## config.mk

```make
export PLATFORM = sky130hd
export DESIGN_NAME = mgs_accum
export DESIGN_NICKNAME = d
export VERILOG_FILES = /design/src/rtl/core/mgs_pkg.sv /design/src/rtl/core/mgs_accum.sv
export SDC_FILE = /design/constraint.sdc
export NUM_CORES = 1
export LEC_CHECK = 0
export ABC_AREA = 1
export BUFFER_PORTS_ARGS = -buffer_cell sky130_fd_sc_hd__buf_2
export CORE_UTILIZATION = 45
export CTS_BUF_LIST = sky130_fd_sc_hd__clkbuf_4
export DETAILED_ROUTE_END_ITERATION = 10
export PLACE_DENSITY_LB_ADDON = 0.08
export SLEW_MARGIN = 20
export SYNTH_ARGS = -nofsm -noshare
export SYNTH_HDL_FRONTEND = slang
export SYNTH_SLANG_ARGS = --single-unit
```

## constraint.sdc

```tcl
create_clock -name i_clk -period 6.54 [get_ports i_clk]
set_input_delay 1.308 -clock i_clk [delete_from_list [all_inputs] [get_ports i_clk]]
set_output_delay 1.308 -clock i_clk [all_outputs]
set_load 0.02 [all_outputs]
```

## src/rtl/core/mgs_pkg.sv

```systemverilog
// shared types, constants and the mask compare for the masked square gradient sum
`timescale 1ns / 1ps

package mgs_pkg;

    localparam int unsigned DEFAULT_MAX_WIDTH = 4096;

    localparam int unsigned PIX_W      = 8;
    localparam int unsigned WIDTH_W    = 13;
    localparam int unsigned HEIGHT_W   = 16;
    localparam int unsigned MODE_W     = 3;
    localparam int unsigned SQ_W       = 17;
    localparam int unsigned TOTAL_W    = 45;
    localparam int unsigned CFG_IDX_W  = 2;
    localparam int unsigned CFG_DATA_W = 16;
    // row store entry: older pixel, newer pixel, mask hit
    localparam int unsigned ENTRY_W    = 2 * PIX_W + 1;

    // register indexes
    localparam logic [CFG_IDX_W-1:0] REG_WIDTH      = 2'd0;
    localparam logic [CFG_IDX_W-1:0] REG_HEIGHT     = 2'd1;
    localparam logic [CFG_IDX_W-1:0] REG_CMP_VALUE  = 2'd2;
    localparam logic [CFG_IDX_W-1:0] REG_CMP_MODE   = 2'd3;

    // register reset values
    localparam logic [WIDTH_W-1:0]  RST_WIDTH     = 13'd640;
    localparam logic [HEIGHT_W-1:0] RST_HEIGHT    = 16'd480;
    localparam logic [PIX_W-1:0]    RST_CMP_VALUE = 8'd0;
    localparam logic [MODE_W-1:0]   RST_CMP_MODE  = 3'd0;

    // smallest frame edge
    localparam logic [HEIGHT_W-1:0] MIN_HEIGHT = 16'd3;

    // compare modes
    localparam logic [MODE_W-1:0] CMP_EQ = 3'd0;
    localparam logic [MODE_W-1:0] CMP_NE = 3'd1;
    localparam logic [MODE_W-1:0] CMP_GT = 3'd2;
    localparam logic [MODE_W-1:0] CMP_GE = 3'd3;
    localparam logic [MODE_W-1:0] CMP_LT = 3'd4;
    localparam logic [MODE_W-1:0] CMP_LE = 3'd5;

    // item info from the scan stage to the row store stage
    typedef struct packed {
        logic             valid;
        logic             rows_ok;
        logic             vert_ok;
        logic             horiz_ok;
        logic             frame_end;
        logic             hit_now;
        logic [PIX_W-1:0] pix;
    } t_scan;

    // squared terms from the row store stage to the accumulator
    typedef struct packed {
        logic            valid;
        logic            frame_end;
        logic [SQ_W-1:0] sq_sum;
    } t_terms;

    function automatic logic mask_selects(input logic [PIX_W-1:0]  m,
                                          input logic [PIX_W-1:0]  v,
                                          input logic [MODE_W-1:0] mode);
        logic hit;
        hit = 1'b0;
        unique case (mode)
            CMP_EQ:  hit = (m == v);
            CMP_NE:  hit = (m != v);
            CMP_GT:  hit = (m > v);
            CMP_GE:  hit = (m >= v);
            CMP_LT:  hit = (m < v);
            CMP_LE:  hit = (m <= v);
            default: hit = 1'b0;
        endcase
        return hit;
    endfunction

endpackage

```

## src/rtl/core/mgs_accum.sv

```systemverilog
// running frame total and the result output register
`timescale 1ns / 1ps

module mgs_accum (
    input  logic                         i_clk,
    input  logic                         i_rst_n,
    input  mgs_pkg::t_terms              i_terms,
    input  logic                         i_out_ready,
    output logic                         o_out_valid,
    output logic [mgs_pkg::TOTAL_W-1:0]  o_gradient_total
);

    logic [mgs_pkg::TOTAL_W-1:0] r_total;
    logic [mgs_pkg::TOTAL_W-1:0] n_total;
    logic [mgs_pkg::TOTAL_W-1:0] r_out_total;
    logic                        r_out_valid;
    logic                        n_out_valid;
    logic                        load_out;

    // wraps modulo the total width
    assign n_total  = r_total + mgs_pkg::TOTAL_W'(i_terms.sq_sum);
    assign load_out = i_terms.valid && i_terms.frame_end;

    always_comb begin
        n_out_valid = r_out_valid;
        if (load_out) begin
            n_out_valid = 1'b1;
        end else if (i_out_ready) begin
            n_out_valid = 1'b0;
        end
    end

    always_ff @(posedge i_clk) begin
        if (!i_rst_n) begin
            r_total     <= '0;
            r_out_valid <= 1'b0;
        end else begin
            r_out_valid <= n_out_valid;
            if (i_terms.valid) begin
                r_total <= i_terms.frame_end ? '0 : n_total;
            end
        end
    end

    always_ff @(posedge i_clk) begin
        if (load_out) begin
            r_out_total <= n_total;
        end
    end

    assign o_out_valid      = r_out_valid;
    assign o_gradient_total = r_out_total;

endmodule

```

======== After elaboration in Yosys (flattened, before gate mapping) ========
Cells that the tools add are included.
operators by class
  mux-type cells .......................... 3
  reductions and logical operators ........ 2
  add/sub/neg operators ................... 1
operator list
  operator                 number
  adder 45 x 17 -> 45 bit  1
  2-to-1 mux 45 bit        1
  2-to-1 mux 1 bit         2
  nonzero test 2 bit       1
  logical AND 1 bit        1
word-level totals
  input bits .............................. 22
  output and inout port bits .............. 46
  logic and storage cells ................. 9
  register bits after elaboration ......... 91

======== Depth between registers and ports, before layout ========
Gate-level depths: netlist of the first run.
  depth in word-level cells ............... 2
  mapped depth ............................ 14
  mapped depth without buffers ............ 14

======== Worst setup path before layout of the first run ========
No wires, ideal clock.
  kind .................................... input to register
  from .................................... input i_terms[0] (netlist name)
  to ...................................... register r_out_total, in the netlist o_gradient_total[38] (data pin)
  data arrival time ....................... 2727 ps
  stages on the path ...................... 12
  slack ................................... 3559 ps
  data required time ...................... 6285 ps
  library setup time ...................... 255 ps
  buffers on the path ..................... 0
  cells stage by stage .................... ha_1 -> inv_1 -> fa_1 -> inv_1 -> nand3_1 -> nand2_2 -> nand2_1 -> nand2_1 -> nand2_1 -> nand3_2 -> nand3_1 -> and2_1
between the ends
  longest elaborated chain between the ends .. 1
RTL lines
  item                         RTL line         RTL
  start, declared              mgs_accum.sv:7   input mgs_pkg::t_terms i_terms,
  adder 45 x 17 -> 45 bit      mgs_accum.sv:21  assign n_total = r_total + mgs_pkg::TOTAL_W'(i_terms.sq_sum);
  named net n_total (one bit)  mgs_accum.sv:14  logic [mgs_pkg::TOTAL_W-1:0] n_total;
  end signal, assigned         mgs_accum.sv:47  r_out_total <= n_total;
  end, declared                mgs_accum.sv:15  logic [mgs_pkg::TOTAL_W-1:0] r_out_total;
The timed path passes the listed nets, and every way through them passes these cells.
A chain may end at the register's enable or synchronous reset.

======== Final worst setup path of the first run ========
  from .................................... input i_terms[0] (netlist name)
  to ...................................... register r_out_total, in the netlist o_gradient_total[30] (data pin)
The elaborated chain is that of the path after synthesis.

==> reports/metrics.cfg, run 1 <==
[route]
wl_um=15110
dr_total_vias=5104
drt-initial-drc-count=342
drc=0
dr.pass1.iters=5
wl_per_cell_um=15.12
ant_nets=0
routed_via_density=5.109

[timing]
finalHoldViolations=0
tightestPinTransition_ns=1.119
grt_setup_unrepaired=no
fin_crit_sh_pct=44.93
tns_ns=0
setup_viol=0
final.setup_skew_ns=0.01626
max_freq_ghz=0.3403
relSlewSlack_pct=25.40
drv_slew=0
min_period_ns=2.939

[worst_setup_path]
r2r_setup_slack_ns=4.15
critPathSlowestCell=fa_1
crit_family=simple AND/OR/NAND/NOR gates
cp.required_ns=6.79
crit_path_frequent_cell=nand2_1
setup.worst_path.start=i_terms[0]
path_buf_inv=3
reg2reg_depth=12
worst_path_largest_cell_delay_ns=0.40
worstPathMaxFanout=5
arrival_ns=3.19
r2r-end=o_gradient_total[30]$_DFFE_PP_
crit_path_end_kind=flip-flop
path_cells=buf_2 > ha_1 > inv_1 > fa_1 > inv_1 > nand3_1 > nand2_2 > nand2_1 > nand2_1 > nand2_1 > nand3_2 > nand3_1 > and2_1
path_class=in2reg
start_kind=input port
reg2reg_from=r_total[0]$_SDFFE_PN0P_

[cts]
cts_made_buffers=9
clock_latency_ns=0.47
root_buffer=clkbuf_4
cts.reportedPaths.clkPinSlew_ns=0.14
cts_tree=yes
max-clock-path-buffers=2
cts-htree-levels=3
ctsResizeCount=0
cts_setup_buffers=0
clock-sinks=91
holdBufCountCts=0

[pwr]
leakage_uw=0.002869
p_per_area_nw_per_um2=181.4
ir_worst_vdd_mv=0.1083

[logic_synthesis]
synth_edf_count=45
synth.avg_cell_area_um2=6.996
syn-instance-count=785
ys_types=30
synthesis.nets=825
synth_top_area_cell=edfxtp_1
netlist_area_um2=5492
synth_seq_cells=91
async_reset_ff_share_pct=0
synth_ff_type=dfxtp_1
synth_seq_area_share_pct=41.38
yosys_warnings=0
synth_area_leaders=edfxtp_1 25%, nand2_1 20%, dfxtp_1 17%
yosysTopAreaCellShare_pct=24.61

[run_status]
status=finished clean

[cells_and_area]
finalInstanceArea_um2=6107
drive_gt1_share_pct=12.62
fill_cells=1185
multi_input_area_um2=2704
nets=891
n_antenna_cell=0
areaGrowthSynthToFinish_pct=11.21
register_area_um2=2272

[placed_design]
portBuffers=67
gp_congestion=0.9225
placed_cell_area_um2=5979
dp_hpwl_um=11360

[grt]
overflow=0
grt_pass1_wl_um=23850
grtUsageTotal_pct=24.92
grt_max_degree=47
antenna_found_initial=0
grt_pass1_vias=4737

[worst_hold_path]
hold_path.class=reg2reg
hold_depth=2
holdPathEnd=o_out_valid$_SDFFE_PN0P_
hold_start=o_out_valid$_SDFFE_PN0P_

[floorplan]
die_y_um=112.5
ioPinCount=68
rows=39
coreArea_um2=11660
die_w_um=112.5
initial_utilization_pct=47.09
floorplan.die_area_um2=12650

[job]
drv_cap=0

==> metrics by stage <==
step | setup WS [ns] | power [uW] | cells | utilization (%) | hold slack, ns
after global routing | 3.511 | 1151 | 999 | 52.37 | 0.4833
after detailed placement | 3.116 | 808.8 | 983 | 51.27 | 0.4535
after CTS | 3.648 | 1116 | 999 | 52.37 | 0.4756
final | 3.601 | 1108 | 999 | 52.37 | 0.4754
after floorplan | 3.559 | 754.2 | 785 | - | 0.4491
after global placement | 3.185 | 805.8 | 982 | 51.04 | 0.4487
==> registers in the layout, summed over array words and instances (netlist names) <==
| signal | cells |
|---|---|
| o_gradient_total | 45 |
| r_total | 45 |
| o_out_valid | 1 |
==> worst max-delay path by stage <==
stage	endpoint	slack (ns)	cells past startpoint
finish	o_gradient_total[30]$_DFFE_PP_	3.60	13
global route	o_gradient_total[32]$_DFFE_PP_	3.51	13
CTS	o_gradient_total[38]$_DFFE_PP_	3.65	13
detailed placement	o_gradient_total[38]$_DFFE_PP_	3.12	13
global placement	o_gradient_total[38]$_DFFE_PP_	3.18	13
floorplan	o_gradient_total[38]$_DFFE_PP_	3.56	12
==> worst min-delay path: stages (launching register included) <==
cell and delay (ns):
dfxtp_1 0.34, nand2_1 0.06, a21oi_1 0.05
==> layout by cell type, fill, tap and decap left out, types with 5 or more instances in the layout <==
cell type,instances
nand3_2,6
buf_2,67
nand2_1,290
a21oi_1,51
nor2_1,44
nor3_1,5
clkbuf_4,11
nand3_1,67
inv_2,5
nand4_1,10
ha_1,17
nor2_2,9
inv_1,118
dfxtp_1,46
edfxtp_1,45
and2_1,24
nand3b_1,5
xor2_1,11
==> power breakdown <==
part | total, uW | switching, uW | internal [uW]
registers | 629 | 7.44 | 622
clock network | 312 | 191 | 121
logic | 167 | 116 | 50.1
total | 1110 | 315 | 793
==> layer usage <==
metal | vias up | global-route usage [%] | part of all wire (%)
met4 | 0 | 9.689 | 2.0
met5 | - | 0 | 0
li1 | 2599 | - | -
met1 | 2311 | 34.32 | 47
met2 | 175 | 39.54 | 45
met3 | 19 | 3.672 | 6.1
==> final cells by class <==
cell class / count / area share (%)
clock inverters: 5 / 0.7376
flip-flops and latches: 91 / 37.21
well taps: 143 / 2.930
inverters: 123 / 7.560
multi-input cells: 558 / 44.27
repair buffers: 68 / 5.941
clock buffers: 11 / 1.352
==> kinds of logic after synthesis <==
logic type | synth area share [%]
adders and majority gates | 4.238
AOI/OAI and AO/OA | 4.876
and+or+nand+nor | 37.59
DFF | 41.38
xor gates and xnor gates | 2.392
buffers and inverters | 9.524
==> synthesized netlist by cell type (all sizes together), types with 2 or more instances <==
master  count
dfxtp      46
nand3b      5
inv       123
xnor2       4
ha         17
nor3        5
buf         3
a21oi      51
nand3      73
and2       24
nor2       56
nor4        2
xor2       11
edfxtp     45
nand4      10
nand2     294
clkbuf     10
(Power assumes the default switching activity.)
==> run 2: changes to the inputs <==
- clock period: 6.54 -> 2.99 ns (I/O delays scaled with it)
==> reports/metrics.cfg, run 2 (synthesis results as in run 1) <==
[run_status]
status=finished clean

[route]
wl_um=14910
ant_nets=0
drt-initial-drc-count=267
routed_via_density=4.997
wl_per_cell_um=14.90
drc=0
dr.pass1.iters=5
dr_total_vias=5002

[cts]
clock-sinks=91
cts_made_buffers=9
max-clock-path-buffers=2
clock_latency_ns=0.48
cts.reportedPaths.clkPinSlew_ns=0.14
holdBufCountCts=0
root_buffer=clkbuf_4
cts_tree=yes
ctsResizeCount=0
cts-htree-levels=3
cts_setup_buffers=0

[timing]
grt_setup_unrepaired=no
setup_viol=0
max_freq_ghz=0.4231
worst_hold_slack_ns=0.3663
final.setup_skew_ns=0.03320
tns_ns=0
fin_crit_sh_pct=79.04
relSlewSlack_pct=34.56
drv_slew=0
tightestPinTransition_ns=0.9801
min_period_ns=2.363
finalHoldViolations=0

[worst_setup_path]
worstPathMaxFanout=5
arrival_ns=2.60
reg2reg_depth=12
cp.required_ns=3.22
path_class=reg2reg
start_kind=flip-flop
crit_path_end_kind=flip-flop

[cells_and_area]
drive_gt1_share_pct=13.05
layout_commonest_cell=nand2_1
final_cell_mix=290 x nand2_1, 118 x inv_1, 67 x nand3_1, 67 x buf_2, 51 x a21oi_1
nets=894
areaGrowthSynthToFinish_pct=10.87
finalInstanceArea_um2=6088
stdcell_count=1001
n_antenna_cell=0

[placed_design]
portBuffers=67
dp_hpwl_um=11350
placed_cell_area_um2=5982
dp.cells=986
gp_congestion=0.9822

[floorplan]
floorplan.die_area_um2=12650
initial_utilization_pct=47.09
ioPinCount=68
rows=39
die_w_um=112.5
coreArea_um2=11660
die_y_um=112.5

[grt]
grt_pass1_wl_um=24060
grt_max_degree=47
grtUsageTotal_pct=24.94
grt_pass1_vias=4822
antenna_found_initial=0
overflow=0

[worst_hold_path]
hold_depth=4
hold_path.class=in2reg

[pwr]
p_per_area_nw_per_um2=387.1
leakage_uw=0.002867
ir_worst_vdd_mv=0.2594
power_uw=2357

[job]
drv_cap=0

[run 2: changes by cell type in the layout (fill, tap and decap cells not counted)]
cell / before / now
buf_16: 1 / 0
clkinv_1: 4 / 2
inv_6: 0 / 1
buf_4: 0 / 4
bufinv_16: 1 / 0
clkbuf_4: 11 / 12
[run 2: stage by stage]
step                utilization, %  setup WS, ns
floorplan                        -        0.7186
CTS                          52.20        0.6296
global placement             51.29        0.3653
detailed placement           51.29        0.2867
finish                       52.20        0.6267
global route                 52.20        0.4708
[run 2: power breakdown]
group | leakage, uW | internal [uW] | switching, uW
clock network | 0.0000629 | 193 | 424
logic | 0.00201 | 109 | 254
registers | 0.000794 | 1360 | 16.3
[run 2: worst paths after layout]
path                             from                              to  slack, ns
max           r_total[0]$_SDFFE_PN0P_  o_gradient_total[38]$_DFFE_PP_       0.63
max reg2reg   r_total[0]$_SDFFE_PN0P_  o_gradient_total[38]$_DFFE_PP_       0.63
min                       i_out_ready        o_out_valid$_SDFFE_PN0P_       0.37
min reg2reg  r_total[11]$_SDFFE_PN0P_        r_total[11]$_SDFFE_PN0P_       0.48
[run 2: area by class of cell]
class	count	area [um2]
Fill cell	1210	5574
Multi-Input combinational cell	558	2704
Sequential cell	91	2272
Inverter	123	461.7
Timing Repair Buffer	71	365.4
Tap cell	143	178.9
Clock buffer	12	90.09
Clock inverter	3	16.27
[run 2: routing by layer]
metal | vias up | track usage, % | routed length (um)
li1 | 2603 | - | -
met2 | 130 | 40.99 | 6666
met3 | 18 | 3.024 | 702
met5 | - | 0 | 0
met4 | 0 | 9.422 | 291
met1 | 2251 | 33.67 | 7251
[run 2: worst max-delay path: stages (launching register included)]
cell     delay, ns
dfxtp_1       0.35
ha_1          0.23
inv_1         0.08
fa_1          0.41
inv_1         0.12
nand3_1       0.09
nand2_2       0.13
nand2_1       0.06
nand2_1       0.13
nand2_1       0.11
nand3_2       0.15
nand3_1       0.10
and2_1        0.18
==> run 3: changes to the inputs <==
- clock period: 2.99 -> 2.4 ns (I/O delays scaled with it)
==> reports/metrics.cfg, run 3 (synthesis results as in run 1) <==
[worst_setup_path]
r2r_setup_slack_ns=0.20
path_class=reg2reg
worstPathMaxFanout=5
crit_path_frequent_cell=nand2_1
r2r-end=o_gradient_total[30]$_DFFE_PP_
path_buf_inv=2
reg2reg_from=r_total[0]$_SDFFE_PN0P_
critical_path_depth=12
path_cells=ha_1 > inv_1 > fa_1 > inv_1 > nand3_1 > nand2_2 > nand2_1 > nand2_1 > nand2_1 > nand3_2 > nand3_1 > and2_1
start_kind=flip-flop
critPathSlowestCell=fa_1
crit_path_end_kind=flip-flop
setup.worst_path.start=r_total[0]$_SDFFE_PN0P_
cp-endpoint=o_gradient_total[30]$_DFFE_PP_
arrival_ns=2.45
crit_family=simple AND/OR/NAND/NOR gates
worst_path_largest_cell_delay_ns=0.42
reg2reg_depth=12
cp.required_ns=2.65

[timing]
fin_crit_sh_pct=91.80
grt_setup_unrepaired=no
tns_ns=0
min_period_ns=2.203
setup_viol=0
drv_slew=0
max_freq_ghz=0.4539
setup_ws_ns=0.1967
final.setup_skew_ns=0.01705
tightestPinTransition_ns=0.6709
relSlewSlack_pct=54.86
finalHoldViolations=0
worst_hold_slack_ns=0.2287

[route]
routed_via_density=4.956
dr_total_vias=5040
drt-initial-drc-count=326
dr.pass1.iters=5
drc=0
ant_nets=0
wl_um=15160
wl_per_cell_um=14.91

[cells_and_area]
drive_gt1_share_pct=14.53
post-route-util_pct=53.37
areaGrowthSynthToFinish_pct=13.35
final_cell_mix=290 x nand2_1, 118 x inv_1, 67 x nand3_1, 67 x buf_2, 51 x a21oi_1
fill_cells=1195
n_antenna_cell=0
finalInstanceArea_um2=6225
layout_commonest_cell=nand2_1
nets=909

[pwr]
p_per_area_nw_per_um2=486.7
ir_worst_vdd_mv=0.3517
leakage_uw=0.002955

[cts]
holdBufCountCts=0
cts_made_buffers=9
cts.reportedPaths.clkPinSlew_ns=0.14
cts_tree=yes
clock_latency_ns=0.48
clock-sinks=91
root_buffer=clkbuf_4
ctsResizeCount=0
cts-htree-levels=3
cts_setup_buffers=0
max-clock-path-buffers=2

[floorplan]
die_w_um=112.5
initial_utilization_pct=47.09
die_y_um=112.5
coreArea_um2=11660
floorplan.die_area_um2=12650
rows=39
ioPinCount=68

[job]
drv_cap=0

[placed_design]
dp_hpwl_um=11520
portBuffers=67
placed_cell_area_um2=6095
detailedPlace.worstSlack_ns=-0.01267
gp_congestion=0.8997

[run_status]
status=finished clean

[grt]
grt_pass1_vias=4817
grt_pass1_wl_um=24090
grtUsageTotal_pct=25.23
grt_max_degree=47
overflow=0
antenna_found_initial=0

[worst_hold_path]
hold_path.class=in2reg

-- run 3: worst min-delay path by stage --
stage | from | endpoint | slack, ns | depth (start not counted)
after floorplan | r_total[0]$_SDFFE_PN0P_ | r_total[0]$_SDFFE_PN0P_ | 0.45 | 2
after global placement | o_out_valid$_SDFFE_PN0P_ | o_out_valid$_SDFFE_PN0P_ | 0.45 | 2
after detailed placement | o_out_valid$_SDFFE_PN0P_ | o_out_valid$_SDFFE_PN0P_ | 0.46 | 2
after CTS | i_out_ready | o_out_valid$_SDFFE_PN0P_ | 0.20 | 4
after global routing | i_out_ready | o_out_valid$_SDFFE_PN0P_ | 0.23 | 4
final | i_out_ready | o_out_valid$_SDFFE_PN0P_ | 0.23 | 4
-- run 3: metrics by stage --
stage	power [uW]	std cells
floorplan	2056	785
global placement	2211	1001
detailed placement	2214	1001
CTS	3058	1017
global route	3157	1017
finish	3030	1017
-- run 3: layout make-up --
type / count / area (um2) / share of cell area (%)
sequential: 91 / 2272 / 36.50
clock buffer: 10 / 75.07 / 1.206
tap: 143 / 178.9 / 2.874
timing repair buffer: 86 / 478.0 / 7.678
multi-input combinational: 558 / 2704 / 43.44
inverter: 123 / 461.7 / 7.417
clock inverter: 6 / 55.05 / 0.8844
-- run 3: layer usage --
metal	routed length, um	global-route usage (%)	part of all wire (%)	vias up
li1	-	-	-	2630
met1	7348	34.06	48	2261
met2	6742	40.70	44	126
met3	647	3.186	4.3	23
met4	425	11.02	2.8	0
met5	0	0	0	-
-- run 3: tightest hold or removal path, delay by kind of cell --
family,cells,cell delay [ns]
and+or+nand+nor,1,0.04
buffers and inverters,2,0.10
AOI/OAI and AO/OA,1,0.05
-- run 3: where the power goes --
part / switching (uW) / internal (uW)
logic: 316 / 151
clock network: 528 / 322
registers: 19.8 / 1690
total: 863 / 2170
