$ cat config.mk
export PLATFORM = sky130hd
export DESIGN_NAME = mgs_scan_ctrl
export DESIGN_NICKNAME = d
export VERILOG_FILES = /design/src/rtl/core/mgs_pkg.sv /design/src/rtl/core/mgs_scan_ctrl.sv
export SDC_FILE = /design/constraint.sdc
export NUM_CORES = 1
export LEC_CHECK = 0
export ABC_AREA = 0
export ABC_CLOCK_PERIOD_IN_PS = 5900
export BUFFER_PORTS_ARGS = -buffer_cell sky130_fd_sc_hd__buf_2
export CAP_MARGIN = 20
export CORE_ASPECT_RATIO = 1.2
export CORE_MARGIN = 1.5
export CORE_UTILIZATION = 52
export DETAILED_ROUTE_END_ITERATION = 12
export GPL_TIMING_DRIVEN = 0
export HOLD_SLACK_MARGIN = 0.05
export PLACE_DENSITY = 0.72
export SETUP_SLACK_MARGIN = 0.1
export SYNTH_ARGS = -nofsm -noshare
export SYNTH_HDL_FRONTEND = slang
export SYNTH_SLANG_ARGS = --single-unit
$ cat constraint.sdc
create_clock -name i_clk -period 5.9 [get_ports i_clk]
set_input_delay 0.295 -clock i_clk [delete_from_list [all_inputs] [get_ports i_clk]]
set_output_delay 0.295 -clock i_clk [all_outputs]
set_load 0.02 [all_outputs]
$ cat src/rtl/core/mgs_pkg.sv
// shared types, constants and the mask compare for the masked square gradient sum
`timescale 1ns / 1ps

package mgs_pkg;

    localparam int unsigned DEFAULT_MAX_WIDTH = 4096;

    localparam int unsigned PIX_W      = 8;
    localparam int unsigned WIDTH_W    = 13;
    localparam int unsigned HEIGHT_W   = 16;
    localparam int unsigned MODE_W     = 3;
    localparam int unsigned SQ_W       = 17;
    localparam int unsigned TOTAL_W    = 45;
    localparam int unsigned CFG_IDX_W  = 2;
    localparam int unsigned CFG_DATA_W = 16;
    // row store entry: older pixel, newer pixel, mask hit
    localparam int unsigned ENTRY_W    = 2 * PIX_W + 1;

    // register indexes
    localparam logic [CFG_IDX_W-1:0] REG_WIDTH      = 2'd0;
    localparam logic [CFG_IDX_W-1:0] REG_HEIGHT     = 2'd1;
    localparam logic [CFG_IDX_W-1:0] REG_CMP_VALUE  = 2'd2;
    localparam logic [CFG_IDX_W-1:0] REG_CMP_MODE   = 2'd3;

    // register reset values
    localparam logic [WIDTH_W-1:0]  RST_WIDTH     = 13'd640;
    localparam logic [HEIGHT_W-1:0] RST_HEIGHT    = 16'd480;
    localparam logic [PIX_W-1:0]    RST_CMP_VALUE = 8'd0;
    localparam logic [MODE_W-1:0]   RST_CMP_MODE  = 3'd0;

    // smallest frame edge
    localparam logic [HEIGHT_W-1:0] MIN_HEIGHT = 16'd3;

    // compare modes
    localparam logic [MODE_W-1:0] CMP_EQ = 3'd0;
    localparam logic [MODE_W-1:0] CMP_NE = 3'd1;
    localparam logic [MODE_W-1:0] CMP_GT = 3'd2;
    localparam logic [MODE_W-1:0] CMP_GE = 3'd3;
    localparam logic [MODE_W-1:0] CMP_LT = 3'd4;
    localparam logic [MODE_W-1:0] CMP_LE = 3'd5;

    // item info from the scan stage to the row store stage
    typedef struct packed {
        logic             valid;
        logic             rows_ok;
        logic             vert_ok;
        logic             horiz_ok;
        logic             frame_end;
        logic             hit_now;
        logic [PIX_W-1:0] pix;
    } t_scan;

    // squared terms from the row store stage to the accumulator
    typedef struct packed {
        logic            valid;
        logic            frame_end;
        logic [SQ_W-1:0] sq_sum;
    } t_terms;

    function automatic logic mask_selects(input logic [PIX_W-1:0]  m,
                                          input logic [PIX_W-1:0]  v,
                                          input logic [MODE_W-1:0] mode);
        logic hit;
        hit = 1'b0;
        unique case (mode)
            CMP_EQ:  hit = (m == v);
            CMP_NE:  hit = (m != v);
            CMP_GT:  hit = (m > v);
            CMP_GE:  hit = (m >= v);
            CMP_LT:  hit = (m < v);
            CMP_LE:  hit = (m <= v);
            default: hit = 1'b0;
        endcase
        return hit;
    endfunction

endpackage

$ cat src/rtl/core/mgs_scan_ctrl.sv
// configuration registers, raster counters and input handshake
`timescale 1ns / 1ps

module mgs_scan_ctrl #(
    parameter int unsigned MAX_WIDTH = mgs_pkg::DEFAULT_MAX_WIDTH
) (
    input  logic                            i_clk,
    input  logic                            i_rst_n,
    input  logic                            i_cfg_we,
    input  logic [mgs_pkg::CFG_IDX_W-1:0]   i_cfg_index,
    input  logic [mgs_pkg::CFG_DATA_W-1:0]  i_cfg_data,
    input  logic                            i_in_valid,
    input  logic [mgs_pkg::PIX_W-1:0]       i_image_pixel,
    input  logic [mgs_pkg::PIX_W-1:0]       i_mask_pixel,
    input  logic                            i_end_busy,
    output logic                            o_in_ready,
    output logic [$clog2(MAX_WIDTH)-1:0]    o_rd_addr,
    output mgs_pkg::t_scan                  o_scan
);

    localparam int unsigned CW = $clog2(MAX_WIDTH);
    localparam int unsigned WW = ($clog2(MAX_WIDTH + 1) > mgs_pkg::WIDTH_W)
                               ? $clog2(MAX_WIDTH + 1) : mgs_pkg::WIDTH_W;

    logic [mgs_pkg::WIDTH_W-1:0]  r_width;
    logic [mgs_pkg::HEIGHT_W-1:0] r_height;
    logic [mgs_pkg::PIX_W-1:0]    r_cmp_value;
    logic [mgs_pkg::MODE_W-1:0]   r_cmp_mode;

    logic [CW-1:0]                r_col;
    logic [CW-1:0]                n_col;
    logic [mgs_pkg::HEIGHT_W-1:0] r_row;
    logic [mgs_pkg::HEIGHT_W-1:0] n_row;
    mgs_pkg::t_scan               r_scan;

    logic [WW-1:0]                w_ext;
    logic [WW-1:0]                w_eff;
    logic [WW-1:0]                c_eff;
    logic [mgs_pkg::HEIGHT_W-1:0] h_eff;
    logic                         col_end;
    logic                         row_end;
    logic                         frame_end;
    logic                         accept;

    always_ff @(posedge i_clk) begin
        if (!i_rst_n) begin
            r_width     <= mgs_pkg::RST_WIDTH;
            r_height    <= mgs_pkg::RST_HEIGHT;
            r_cmp_value <= mgs_pkg::RST_CMP_VALUE;
            r_cmp_mode  <= mgs_pkg::RST_CMP_MODE;
        end else if (i_cfg_we) begin
            unique case (i_cfg_index)
                mgs_pkg::REG_WIDTH:     r_width     <= i_cfg_data[mgs_pkg::WIDTH_W-1:0];
                mgs_pkg::REG_HEIGHT:    r_height    <= i_cfg_data[mgs_pkg::HEIGHT_W-1:0];
                mgs_pkg::REG_CMP_VALUE: r_cmp_value <= i_cfg_data[mgs_pkg::PIX_W-1:0];
                mgs_pkg::REG_CMP_MODE:  r_cmp_mode  <= i_cfg_data[mgs_pkg::MODE_W-1:0];
                default: ;
            endcase
        end
    end

    // clamp the frame size into the supported range
    always_comb begin
        w_ext = WW'(r_width);
        if (w_ext < WW'(3)) begin
            w_eff = WW'(3);
        end else if (w_ext > WW'(MAX_WIDTH)) begin
            w_eff = WW'(MAX_WIDTH);
        end else begin
            w_eff = w_ext;
        end
        h_eff = (r_height < mgs_pkg::MIN_HEIGHT) ? mgs_pkg::MIN_HEIGHT : r_height;
    end

    // column past a shrunken width is pulled back to the last column
    assign c_eff     = (WW'(r_col) >= w_eff) ? (w_eff - WW'(1)) : WW'(r_col);
    assign col_end   = (c_eff >= w_eff - WW'(1));
    assign row_end   = (r_row >= h_eff - mgs_pkg::HEIGHT_W'(1));
    assign frame_end = col_end && row_end;

    // only a frame's last pixel waits, and only while another total is pending
    assign o_in_ready = !(frame_end && i_end_busy);
    assign accept     = i_in_valid && o_in_ready;
    assign o_rd_addr  = c_eff[CW-1:0];

    always_comb begin
        n_col = r_col;
        n_row = r_row;
        if (accept) begin
            if (col_end) begin
                n_col = '0;
                n_row = row_end ? '0 : (r_row + mgs_pkg::HEIGHT_W'(1));
            end else begin
                n_col = CW'(c_eff + WW'(1));
            end
        end
    end

    always_ff @(posedge i_clk) begin
        if (!i_rst_n) begin
            r_col        <= '0;
            r_row        <= '0;
            r_scan.valid <= 1'b0;
        end else begin
            r_col        <= n_col;
            r_row        <= n_row;
            r_scan.valid <= accept;
        end
        if (accept) begin
            r_scan.rows_ok   <= (r_row >= mgs_pkg::HEIGHT_W'(2));
            r_scan.vert_ok   <= (c_eff != '0) && (c_eff + WW'(2) <= w_eff);
            r_scan.horiz_ok  <= (c_eff >= WW'(2));
            r_scan.frame_end <= frame_end;
            r_scan.hit_now   <= mgs_pkg::mask_selects(i_mask_pixel, r_cmp_value, r_cmp_mode);
            r_scan.pix       <= i_image_pixel;
        end
    end

    assign o_scan = r_scan;

endmodule

; ---- Yosys cells after proc, flatten, opt, wreduce, memory -nomap -nowiden
; Index checks and enable logic that the tools add are counted.
; W data, S select, Z words.
[op_classes]
order_cmp = 13
n_addsub = 5
reduce_logical = 13
n_eq_ne = 10
mux = 7
[ops]
columns = operator, n
row1 = $mux W13, 3
row2 = $mux W16, 2
row3 = $add A16 B1 Y16 const B, 1
row4 = $ge A16 B16 Y1, 1
row5 = $ge A16 B2 Y1 const B, 1
row6 = $lt A16 B2 Y1 const B, 1
row7 = $sub A16 B1 Y16 const B, 1
row8 = $add A13 B2 Y13 const B, 1
row9 = $ge A12 B13 Y1, 1
row10 = $ge A13 B13 Y1, 1
row11 = $ge A13 B2 Y1 const B, 1
row12 = $gt A13 B13 Y1 const B, 1
row13 = $le A13 B13 Y1, 1
row14 = $lt A13 B2 Y1 const B, 1
row15 = $reduce_bool A13 Y1, 1
row16 = $sub A13 B1 Y13 const B, 1
row17 = $add A12 B1 Y12 const B, 1
row18 = $mux W12, 1
row19 = $reduce_and A2 Y1, 5
row20 = $eq A8 B8 Y1, 1
row21 = $ge A8 B8 Y1, 1
row22 = $gt A8 B8 Y1, 1
row23 = $le A8 B8 Y1, 1
row24 = $lt A8 B8 Y1, 1
row25 = 11 further kinds, 17
[totals]
regBits = 82
in_bits = 39
elab_cells = 61
output_inout_bits = 27

; ---- Longest topological paths before layout
; Gate-level depths: netlist of the first run.
[logic_depth]
depth_word = 11
mapped_depth = 26
depth_no_buf = 22

; ---- Least setup slack after synthesis of the first run
; OpenSTA, ideal clock, no wires.
[synth_path]
path_kind = register to register
start = register r_width[2] in the netlist's numbering
end = register r_scan (netlist bit o_scan[11]), data pin
arrival_time_ns = 5.202
stages_incl_launch_ff = 23
slack_ns = 0.541
synth_period_minus_slack_ns = 5.359
setup_ns = 0.157
cell_sequence = dfxtp_1 -> buf_2 -> or4_1 -> o21ai_0 -> nand2_1 -> ha_1 -> a211oi_2 -> nor3_2 -> a2111o_1 -> o22a_1 -> buf_6 -> mux2i_1 -> ha_1 -> clkbuf_1 -> nor4b_1 -> xnor2_1 -> ha_1 -> a21o_1 -> a211oi_1 -> nor2_1 -> a2111oi_0 -> o31ai_1 -> a32oi_1
[synth_via]
elab_chain_cells = 8
elab_cells_between_ends = 11
[synth_rtl]
columns = element, line_no
row1 = from (decl), mgs_scan_ctrl.sv:25  ; logic [mgs_pkg::WIDTH_W-1:0] r_width;
row2 = from (signal assigned), mgs_scan_ctrl.sv:47  ; r_width <= mgs_pkg::RST_WIDTH;
row3 = from (signal assigned), mgs_scan_ctrl.sv:53  ; mgs_pkg::REG_WIDTH: r_width <= i_cfg_data[mgs_pkg::WIDTH_W-1:0];
row4 = $gt A13 B13 Y1, mgs_scan_ctrl.sv:67  ; end else if (w_ext > WW'(MAX_WIDTH)) begin
row5 = $mux W13, mgs_scan_ctrl.sv:67
row6 = $mux W13 *, mgs_scan_ctrl.sv:65  ; if (w_ext < WW'(3)) begin
row7 = $sub A13 B1 Y13 / $ge A12 B13 Y1 (equally long branches), mgs_scan_ctrl.sv:76  ; assign c_eff = (WW'(r_col) >= w_eff) ? (w_eff - WW'(1)) : WW'(r_col);
row8 = $mux W13 *, mgs_scan_ctrl.sv:76
row9 = via o_rd_addr[1], mgs_scan_ctrl.sv:17  ; output logic [$clog2(MAX_WIDTH)-1:0] o_rd_addr,
row10 = $add A13 B2 Y13, mgs_scan_ctrl.sv:111  ; r_scan.vert_ok <= (c_eff != '0) && (c_eff + WW'(2) <= w_eff);
row11 = $le A13 B13 Y1, mgs_scan_ctrl.sv:111
row12 = $logic_and A1 B1 Y1 *, mgs_scan_ctrl.sv:111
row13 = to (decl), mgs_scan_ctrl.sv:34  ; mgs_pkg::t_scan r_scan;
; Mark *: on every way through the listed nets, which the timed path passes. The rest lies on a longest branch.
; A chain may end at the register's enable or synchronous reset.

; ---- Final worst setup path of the first run
[layout_path]
start = register r_width[2] in the netlist's numbering
end = register r_row[12] in the netlist's numbering
[layout_via]
elab_chain_cells = 11
elab_cells_between_ends = 13
[layout_rtl]
columns = element, line_no
row1 = $gt A13 B13 Y1, mgs_scan_ctrl.sv:67
row2 = $mux W13, mgs_scan_ctrl.sv:67
row3 = $mux W13 *, mgs_scan_ctrl.sv:65
row4 = $sub A13 B1 Y13 / $ge A12 B13 Y1 (equally long branches), "mgs_scan_ctrl.sv:76, mgs_scan_ctrl.sv:77"
row5 = $mux W13, mgs_scan_ctrl.sv:76
row6 = $ge A13 B13 Y1 *, mgs_scan_ctrl.sv:77  ; assign col_end = (c_eff >= w_eff - WW'(1));
row7 = $logic_and A1 B1 Y1, mgs_scan_ctrl.sv:79  ; assign frame_end = col_end && row_end;
row8 = $logic_and A1 B1 Y1, mgs_scan_ctrl.sv:82  ; assign o_in_ready = !(frame_end && i_end_busy);
row9 = $logic_not A1 Y1, mgs_scan_ctrl.sv:82
row10 = $logic_and A1 B1 Y1, mgs_scan_ctrl.sv:83  ; assign accept = i_in_valid && o_in_ready;
row11 = $reduce_and A2 Y1 (no line) *, --
row12 = to (signal assigned), mgs_scan_ctrl.sv:106  ; r_row <= n_row;
row13 = to (decl), mgs_scan_ctrl.sv:32  ; logic [mgs_pkg::HEIGHT_W-1:0] r_row;
; Mark *: on every way between the ends. The rest lies on a longest branch, timed or not.

==> out/results.tsv, run 1 <==
stage	metric	value	unit
placement	number of port buffers	64	
critical_path	arrival time worst endpoint	5.82	ns
die	effective utilization at floorplan	53.6	%
detailed_routing	Routed Wire Length	15800	um
critical_path	endpoint type of the worst setup path	flop	
cells_and_area	antenna fix cells	0	
placement	dpl cell area	6490	um^2
synth	number of instances in the synthesized netlist	705	
synth	Async S/R FF share, synth	0	%
synth	Synth Flop Type	sky130_fd_sc_hd__dfxtp_1	
timing	post-route clock skew	0.00925	ns
cells_and_area	Net count, final	895	
clocking	clk slew on worst S/H paths	0.07	ns
critical_path	slowest cell on the critical path	sky130_fd_sc_hd__or4b_1	
cells_and_area	area added between synthesis and finish	16.0	%
synth	share of the synthesized area in the top cell type	23.1	%
critical_path	CP peak stage delay	0.56	ns
critical_path	worst-path fanout max	10	
placement	Setup WS pre-CTS	-0.235	ns
power_and_ir_drop	total power per unit cell area	215	nW/um^2
global_route	vias in the first global route	5271	
critical_path	crit path capture	r_row[12]	
critical_path	cells on worst reg2reg path	22	
synth	number of flops mapped to enable cells by yosys	13	
clocking	clock buffer depth	2	
timing	unrepaired setup endpoints after global routing	yes	
timing	worst slew margin relative to its limit	44.9	%
die	site row count	42	
timing	maximum clock rate	180	MHz
global_route	GRT Residual Overflow	0	
power_and_ir_drop	Power, Total	1.49	mW
timing	minimum period implied by the final worst setup slack	5.55	ns
timing	total negative slack for setup checks	0	ns
critical_path	Worst setup startpoint	r_width[2]	
timing	total count of hold-check failures in the final report	0	
synth	Post-Syn Area per Cell	8.48	um^2
detailed_routing	number of iterations in the first detailed-routing pass	5	
timing	period utilization	94.0	%
timing	number of slew-limit violations in the final report	0	
critical_path	startpoint of the most critical register-to-register path	r_width[2]	
synth	count of yosys warnings during synthesis	0	
critical_path	critical path data required time	6.17	ns
run_status	outcome	finished clean	
synth	mapped cell area	5980	um^2
die	I/O pin total	66	
die	overall die width	101	um
timing	Final Worst Setup Slack	0.352	ns
detailed_routing	vias after detailed routing	5498	
detailed_routing	count of routing violations after the opening detailed-route iteration	350	
global_route	number of antenna violations at the first check in global routing	0	
clocking	cell at the root of the clock tree	sky130_fd_sc_hd__clkbuf_16	
clocking	Hold-fix buffers, CTS	0	
cells_and_area	count of non-filler cells in the finished layout	945	
detailed_routing	detailed-route vias per instance	5.82	
cells_and_area	layout cell share with drive strength beyond 1	16.7	%
synth	number of register bits inferred by synthesis	82	
synth	cells taking the most area after synthesis	sky130_fd_sc_hd__dfxtp_1 23%, sky130_fd_sc_hd__ha_1 15%, sky130_fd_sc_hd__edfxtp_1 6.5%	
detailed_routing	DRC Markers	0	
clocking	insertion delay to the later sink of the worst-skew pair	0.34	ns
synth	post-synthesis net count	814	
clocking	TritonCTS clock tree	yes	
detailed_routing	WL per Instance	16.7	um
die	total die area	12100	um^2
critical_path	category of the most critical setup path	flop to flop	
die	core outline area	11100	um^2
critical_path	critical path startpoint category	flop	
critical_path	Critical Path, Cell by Cell	buf_2 -> or4_1 -> o21ai_0 -> nand2_1 -> ha_1 -> a211oi_2 -> nor3_2 -> a2111o_1 -> o22a_1 -> buf_6 -> buf_6 -> mux2i_2 -> inv_1 -> ha_1 -> nand4_1 -> nor2_1 -> o21ai_0 -> o221ai_1 -> o21ai_4 -> or4b_1 -> or4_1 -> a21oi_1	
timing	post-route worst hold slack	0.123	ns
min_path	Worst Hold Class	input pin to flop	
power_and_ir_drop	leakage power	3.09	nW
flow_run	max-capacitance violation count	0	
global_route	global-route wire length before repair	25600	um
detailed_routing	antenna-violating nets left	0	
die	die outline height	120	um
synth	share of synthesized area occupied by flip-flops and latches	29.6	%
timing	number of failing setup endpoints in the final timing report	0	
cells_and_area	total non-filler cell area in the finished layout	6930	um^2
critical_path	worst-case register-to-register setup slack	0.35	ns
timing	slew at the pin closest to its max-slew limit	0.819	ns
clocking	CTS buffer count	9	
power_and_ir_drop	VDD IR max	0.189	mV
global_route	overall routing resource usage	26.7	%
synth	Synth area leader	sky130_fd_sc_hd__dfxtp_1	
placement	Detail Placement HPWL	12400	um
global_route	maximum number of pins on one net before global-route repair	20	
placement	final estimated routing congestion in global placement	0.925	
placement	Cells after DPL	923	
critical_path	Worst R2R End	r_row[12]	
clocking	clock sink count	82	
clocking	H-tree depth	3	
cells_and_area	post-layout util	62.2	%
synth	Yosys cell types	80	
what timing repair did:
| item | 4_1_cts | 5_1_grt |
|---|---|---|
| pin swaps | 1 | 0 |
| setup endpoints to repair | 9 | 11 |
| gates cloned | 0 | 0 |
| gates resized for setup | 4 | 11 |
| buffers inserted | 1 | 6 |
cells in the final DEF (no fill, tap or decap), types with 19 or more instances in the layout:
master / instances
sky130_fd_sc_hd__ha_1: 70
sky130_fd_sc_hd__xnor2_1: 28
sky130_fd_sc_hd__mux2i_1: 21
sky130_fd_sc_hd__o21ai_0: 19
sky130_fd_sc_hd__inv_1: 37
sky130_fd_sc_hd__dfxtp_1: 69
sky130_fd_sc_hd__nand2_1: 98
sky130_fd_sc_hd__nand3_1: 26
sky130_fd_sc_hd__buf_2: 70
sky130_fd_sc_hd__nor2_1: 45
sky130_fd_sc_hd__a21oi_1: 44
metal layers:
layer	GRT usage, %	share of wire, %
met2	46.1	49
met4	9.33	2.4
met1	33.7	44
met3	3.76	4.6
met5	0	0
cell usage after synthesis, types with 6 or more instances:
cell type                  number
sky130_fd_sc_hd__a21o_1        13
sky130_fd_sc_hd__a21oi_1       45
sky130_fd_sc_hd__a22o_1         7
sky130_fd_sc_hd__and3_1         6
sky130_fd_sc_hd__buf_2          8
sky130_fd_sc_hd__clkbuf_1      19
sky130_fd_sc_hd__dfxtp_1       69
sky130_fd_sc_hd__edfxtp_1      13
sky130_fd_sc_hd__ha_1          70
sky130_fd_sc_hd__inv_1         37
sky130_fd_sc_hd__mux2i_1       24
sky130_fd_sc_hd__nand2_1       98
sky130_fd_sc_hd__nand2b_1       8
sky130_fd_sc_hd__nand3_1       26
sky130_fd_sc_hd__nand3b_1       6
sky130_fd_sc_hd__nand4_1       15
sky130_fd_sc_hd__nor2_1        45
sky130_fd_sc_hd__nor2b_1        8
sky130_fd_sc_hd__nor3_1        10
sky130_fd_sc_hd__nor4_1        16
sky130_fd_sc_hd__o21a_1         6
sky130_fd_sc_hd__o21ai_0       19
sky130_fd_sc_hd__xnor2_1       28
sky130_fd_sc_hd__xor2_1        13
flip-flops by register name, indices dropped and copies added, names as in the netlist:
signal / count
o_scan: 14
r_cmp_value: 8
r_col: 12
r_cmp_mode: 3
r_height: 16
r_row: 16
r_width: 13
how the worst min path moves through the flow:
stage / from / cells past startpoint / end
after floorplan: i_image_pixel[0] / 0 / o_scan[0]
after global placement: r_height[0] / 2 / r_height[0]
after detailed placement: r_height[1] / 2 / r_height[1]
after CTS: i_image_pixel[3] / 1 / o_scan[3]
after global routing: i_image_pixel[3] / 1 / o_scan[3]
final: i_image_pixel[5] / 1 / o_scan[5]
kinds of logic (layout without fill, tap and decap cells):
| kind of cell | count (synthesis) | count (layout) | share of synthesized area (%) |
|---|---|---|---|
| AOI/OAI and AO/OA | 139 | 139 | 15.7 |
| xor gates and xnor gates | 41 | 41 | 6.01 |
| adders and majority gates | 70 | 70 | 14.7 |
| buffers and inverters | 69 | 155 | 4.82 |
| DFF | 82 | 82 | 29.6 |
| muxes | 30 | 30 | 5.51 |
| and+or+nand+nor | 274 | 274 | 23.7 |
critical path: cells and delay by family (launching register included):
kind,cells,cell delay [ns]
muxes,1,0.26
adders and majority gates,2,0.53
and+or+nand+nor,7,1.97
buffers and inverters,4,0.60
DFF,1,0.29
AOI/OAI and AO/OA,8,1.82
cell type report:
class	instances	area (um^2)
plain buffers	29	144
clock buffers	9	225
clock inverters	7	106
fillers	1027	4210
inverters	39	146
multi-input cells	554	3970
flip-flops and latches	82	1770
well taps	154	193
repair buffers	71	373
power breakdown:
part	leakage [nW]	switching, mW	internal [mW]
registers	0.689	0.0165	0.589
clock network	0.163	0.250	0.378
logic	2.24	0.158	0.101
total	3.09	0.424	1.07
Power figures use the tool's default switching activity.
==> inputs of run 2 (changes only) <==
- ABC_AREA: 0 -> default
- ABC_CLOCK_PERIOD_IN_PS: 5900 -> 4500
- PLACE_DENSITY: 0.72 -> 0.75
- clock period: 5.9 -> 4.5 ns (I/O delays scaled with it)
==> out/results.tsv, run 2 (same netlist as run 1, synthesis figures left out) <==
stage	metric	value	unit
run_status	outcome	finished, violations left	
run_status	failing checks	setup timing	
cells_and_area	layout cell share with drive strength beyond 1	28.1	%
timing	slew at the pin closest to its max-slew limit	0.655	ns
clocking	insertion delay to the later sink of the worst-skew pair	0.35	ns
power_and_ir_drop	relative contribution of the clock network to total power	38.9	%
clocking	H-tree depth	3	
global_route	vias in the first global route	5836	
timing	number of slew-limit violations in the final report	0	
placement	dpl cell area	6700	um^2
power_and_ir_drop	sequential share of power	40.0	%
cells_and_area	commonest non-fill, non-tap cell in the layout	sky130_fd_sc_hd__nand2_1	
clocking	clk slew on worst S/H paths	0.07	ns
power_and_ir_drop	total power per unit cell area	254	nW/um^2
timing	total negative slack for setup checks	-14.29	ns
power_and_ir_drop	Pint	1.39	mW
critical_path	endpoint type of the worst setup path	flop	
cells_and_area	most frequent cells in the layout	92 x sky130_fd_sc_hd__nand2_1, 63 x sky130_fd_sc_hd__ha_1, 63 x sky130_fd_sc_hd__buf_2	
global_route	overall routing resource usage	29.2	%
global_route	number of antenna violations at the first check in global routing	0	
detailed_routing	antenna-violating nets left	0	
min_path	Worst Hold Class	input pin to flop	
timing	minimum period implied by the final worst setup slack	5.05	ns
detailed_routing	WL per Instance	18.4	um
clocking	TritonCTS clock tree	yes	
timing	maximum clock rate	198	MHz
timing	Final Worst Setup Slack	-0.555	ns
placement	Cells after DPL	923	
detailed_routing	count of routing violations after the opening detailed-route iteration	533	
placement	Detail Placement HPWL	12500	um
die	overall die width	101	um
critical_path	category of the most critical setup path	flop to flop	
global_route	global-route wire length before repair	27900	um
global_route	maximum number of pins on one net before global-route repair	17	
power_and_ir_drop	fraction of power spent switching nets	30.3	%
cells_and_area	area of combinational cells with multiple inputs	4370	um^2
detailed_routing	number of iterations in the first detailed-routing pass	5	
detailed_routing	vias after detailed routing	6003	
die	I/O pin total	66	
timing	number of failing setup endpoints in the final timing report	45	
placement	number of port buffers	64	
min_path	Worst Hold Launch	i_image_pixel[4]	
timing	period utilization	112	%
flow_run	max-capacitance violation count	0	
clocking	clock sink count	82	
global_route	GRT Residual Overflow	0	
timing	post-route clock skew	0.0162	ns
die	total die area	12100	um^2
cells_and_area	antenna fix cells	0	
clocking	clock buffer depth	2	
cells_and_area	post-layout util	70.5	%
timing	unrepaired setup endpoints after global routing	yes	
critical_path	critical path startpoint category	flop	
detailed_routing	detailed-route vias per instance	6.04	
critical_path	critical path data required time	4.78	ns
detailed_routing	Routed Wire Length	18300	um
critical_path	worst-path fanout max	6	
critical_path	cells on worst reg2reg path	21	
power_and_ir_drop	combinational group share of total power	21.1	%
min_path	hold path endpoint	o_scan[4]	
critical_path	Worst R2R End	r_row[12]	
critical_path	worst-case register-to-register setup slack	-0.55	ns
cells_and_area	count of non-filler cells in the finished layout	994	
timing	post-route worst hold slack	0.0550	ns
power_and_ir_drop	leakage power	3.47	nW
die	core outline area	11100	um^2
power_and_ir_drop	VDD IR max	0.229	mV
cells_and_area	total non-filler cell area in the finished layout	7850	um^2
clocking	cell at the root of the clock tree	sky130_fd_sc_hd__clkbuf_16	
timing	total count of hold-check failures in the final report	0	
cells_and_area	number of fillers in the final layout	866	
timing	worst slew margin relative to its limit	55.7	%
min_path	hold path depth	1	
critical_path	startpoint of the most critical register-to-register path	r_width[0]	
power_and_ir_drop	power dissipated by switching net loads	0.605	mW
critical_path	arrival time worst endpoint	5.33	ns
die	effective utilization at floorplan	53.6	%
die	site row count	42	
die	die outline height	120	um
cells_and_area	sequential cell area	1780	um^2
clocking	CTS buffer count	9	
placement	final estimated routing congestion in global placement	0.957	
detailed_routing	DRC Markers	0	
cells_and_area	area added between synthesis and finish	31.3	%
cells_and_area	Net count, final	944	
run 2: cell types whose count changed in the layout (fill, tap and decap cells not counted), moves of 7 or more:
| cell | delta |
|---|---|
| sky130_fd_sc_hd__buf_2 | -7 |
| sky130_fd_sc_hd__buf_4 | +27 |
| sky130_fd_sc_hd__buf_6 | +19 |
| sky130_fd_sc_hd__dfxtp_1 | -8 |
| sky130_fd_sc_hd__dfxtp_2 | +7 |
| sky130_fd_sc_hd__ha_1 | -7 |
| sky130_fd_sc_hd__ha_4 | +7 |
run 2: worst max path at each step:
stage	startpoint	to
floorplan	r_width[3]	o_scan[11]
global placement	r_width[12]	o_scan[11]
detailed placement	r_width[12]	o_scan[11]
CTS	r_width[2]	r_row[15]
global route	r_width[10]	r_row[12]
finish	r_width[0]	r_row[12]
run 2: cell type report:
cell class / instances / area share, %
repair buffers: 118 / 10.2
plain buffers: 29 / 3.00
repair inverters: 1 / 0.0956
flip-flops and latches: 82 / 22.7
clock buffers: 9 / 2.87
inverters: 39 / 1.90
well taps: 154 / 2.45
multi-input cells: 555 / 55.7
clock inverters: 7 / 1.08
run 2: worst max-delay path, cell delays in order (launching register included):
cell	delay, ns
sky130_fd_sc_hd__dfxtp_4	0.36
sky130_fd_sc_hd__or4_4	0.56
sky130_fd_sc_hd__o21ai_2	0.14
sky130_fd_sc_hd__nand2_2	0.10
sky130_fd_sc_hd__ha_4	0.17
sky130_fd_sc_hd__a211oi_2	0.22
sky130_fd_sc_hd__nor3_2	0.08
sky130_fd_sc_hd__a2111o_1	0.35
sky130_fd_sc_hd__o22a_1	0.24
sky130_fd_sc_hd__buf_6	0.16
sky130_fd_sc_hd__buf_12	0.15
sky130_fd_sc_hd__nor2_2	0.14
sky130_fd_sc_hd__a21oi_4	0.06
sky130_fd_sc_hd__ha_4	0.27
sky130_fd_sc_hd__nand2b_1	0.14
sky130_fd_sc_hd__a21o_1	0.20
sky130_fd_sc_hd__a21oi_2	0.09
sky130_fd_sc_hd__o221ai_2	0.28
sky130_fd_sc_hd__o21ai_4	0.14
sky130_fd_sc_hd__or4b_1	0.55
sky130_fd_sc_hd__or4_1	0.47
sky130_fd_sc_hd__a21oi_1	0.14
run 2: power groups by stage:
stage | logic, mW | clock network [mW] | registers, mW
floorplan | 0.228 | 0 | 0.819
global placement | 0.330 | 0 | 0.809
detailed placement | 0.342 | 0 | 0.811
CTS | 0.378 | 0.783 | 0.795
global route | 0.458 | 0.811 | 0.800
finish | 0.421 | 0.777 | 0.797
run 2: repair_timing:
item	CTS	global route
setup buffers	33	15
hold buffers	5	1
setup endpoints to repair	45	45
endpoints found under the hold margin	5	1
gates resized for setup	48	54
pin swaps	30	26
gates cloned	4	0
run 2: per-layer routing:
| layer | wire length, um | track usage, % |
|---|---|---|
| met2 | 8970 | 51.0 |
| met5 | 0 | 0 |
| met4 | 902 | 12.1 |
| met3 | 1130 | 4.74 |
| met1 | 7250 | 35.3 |
run 2: stage by stage:
step                      worst slack, ns  power [mW]
after floorplan                    -0.175        1.05
after global placement             -0.732        1.14
after detailed placement           -0.823        1.15
after CTS                          -0.560        1.96
after global routing               -0.670        2.07
final                              -0.555        2.00
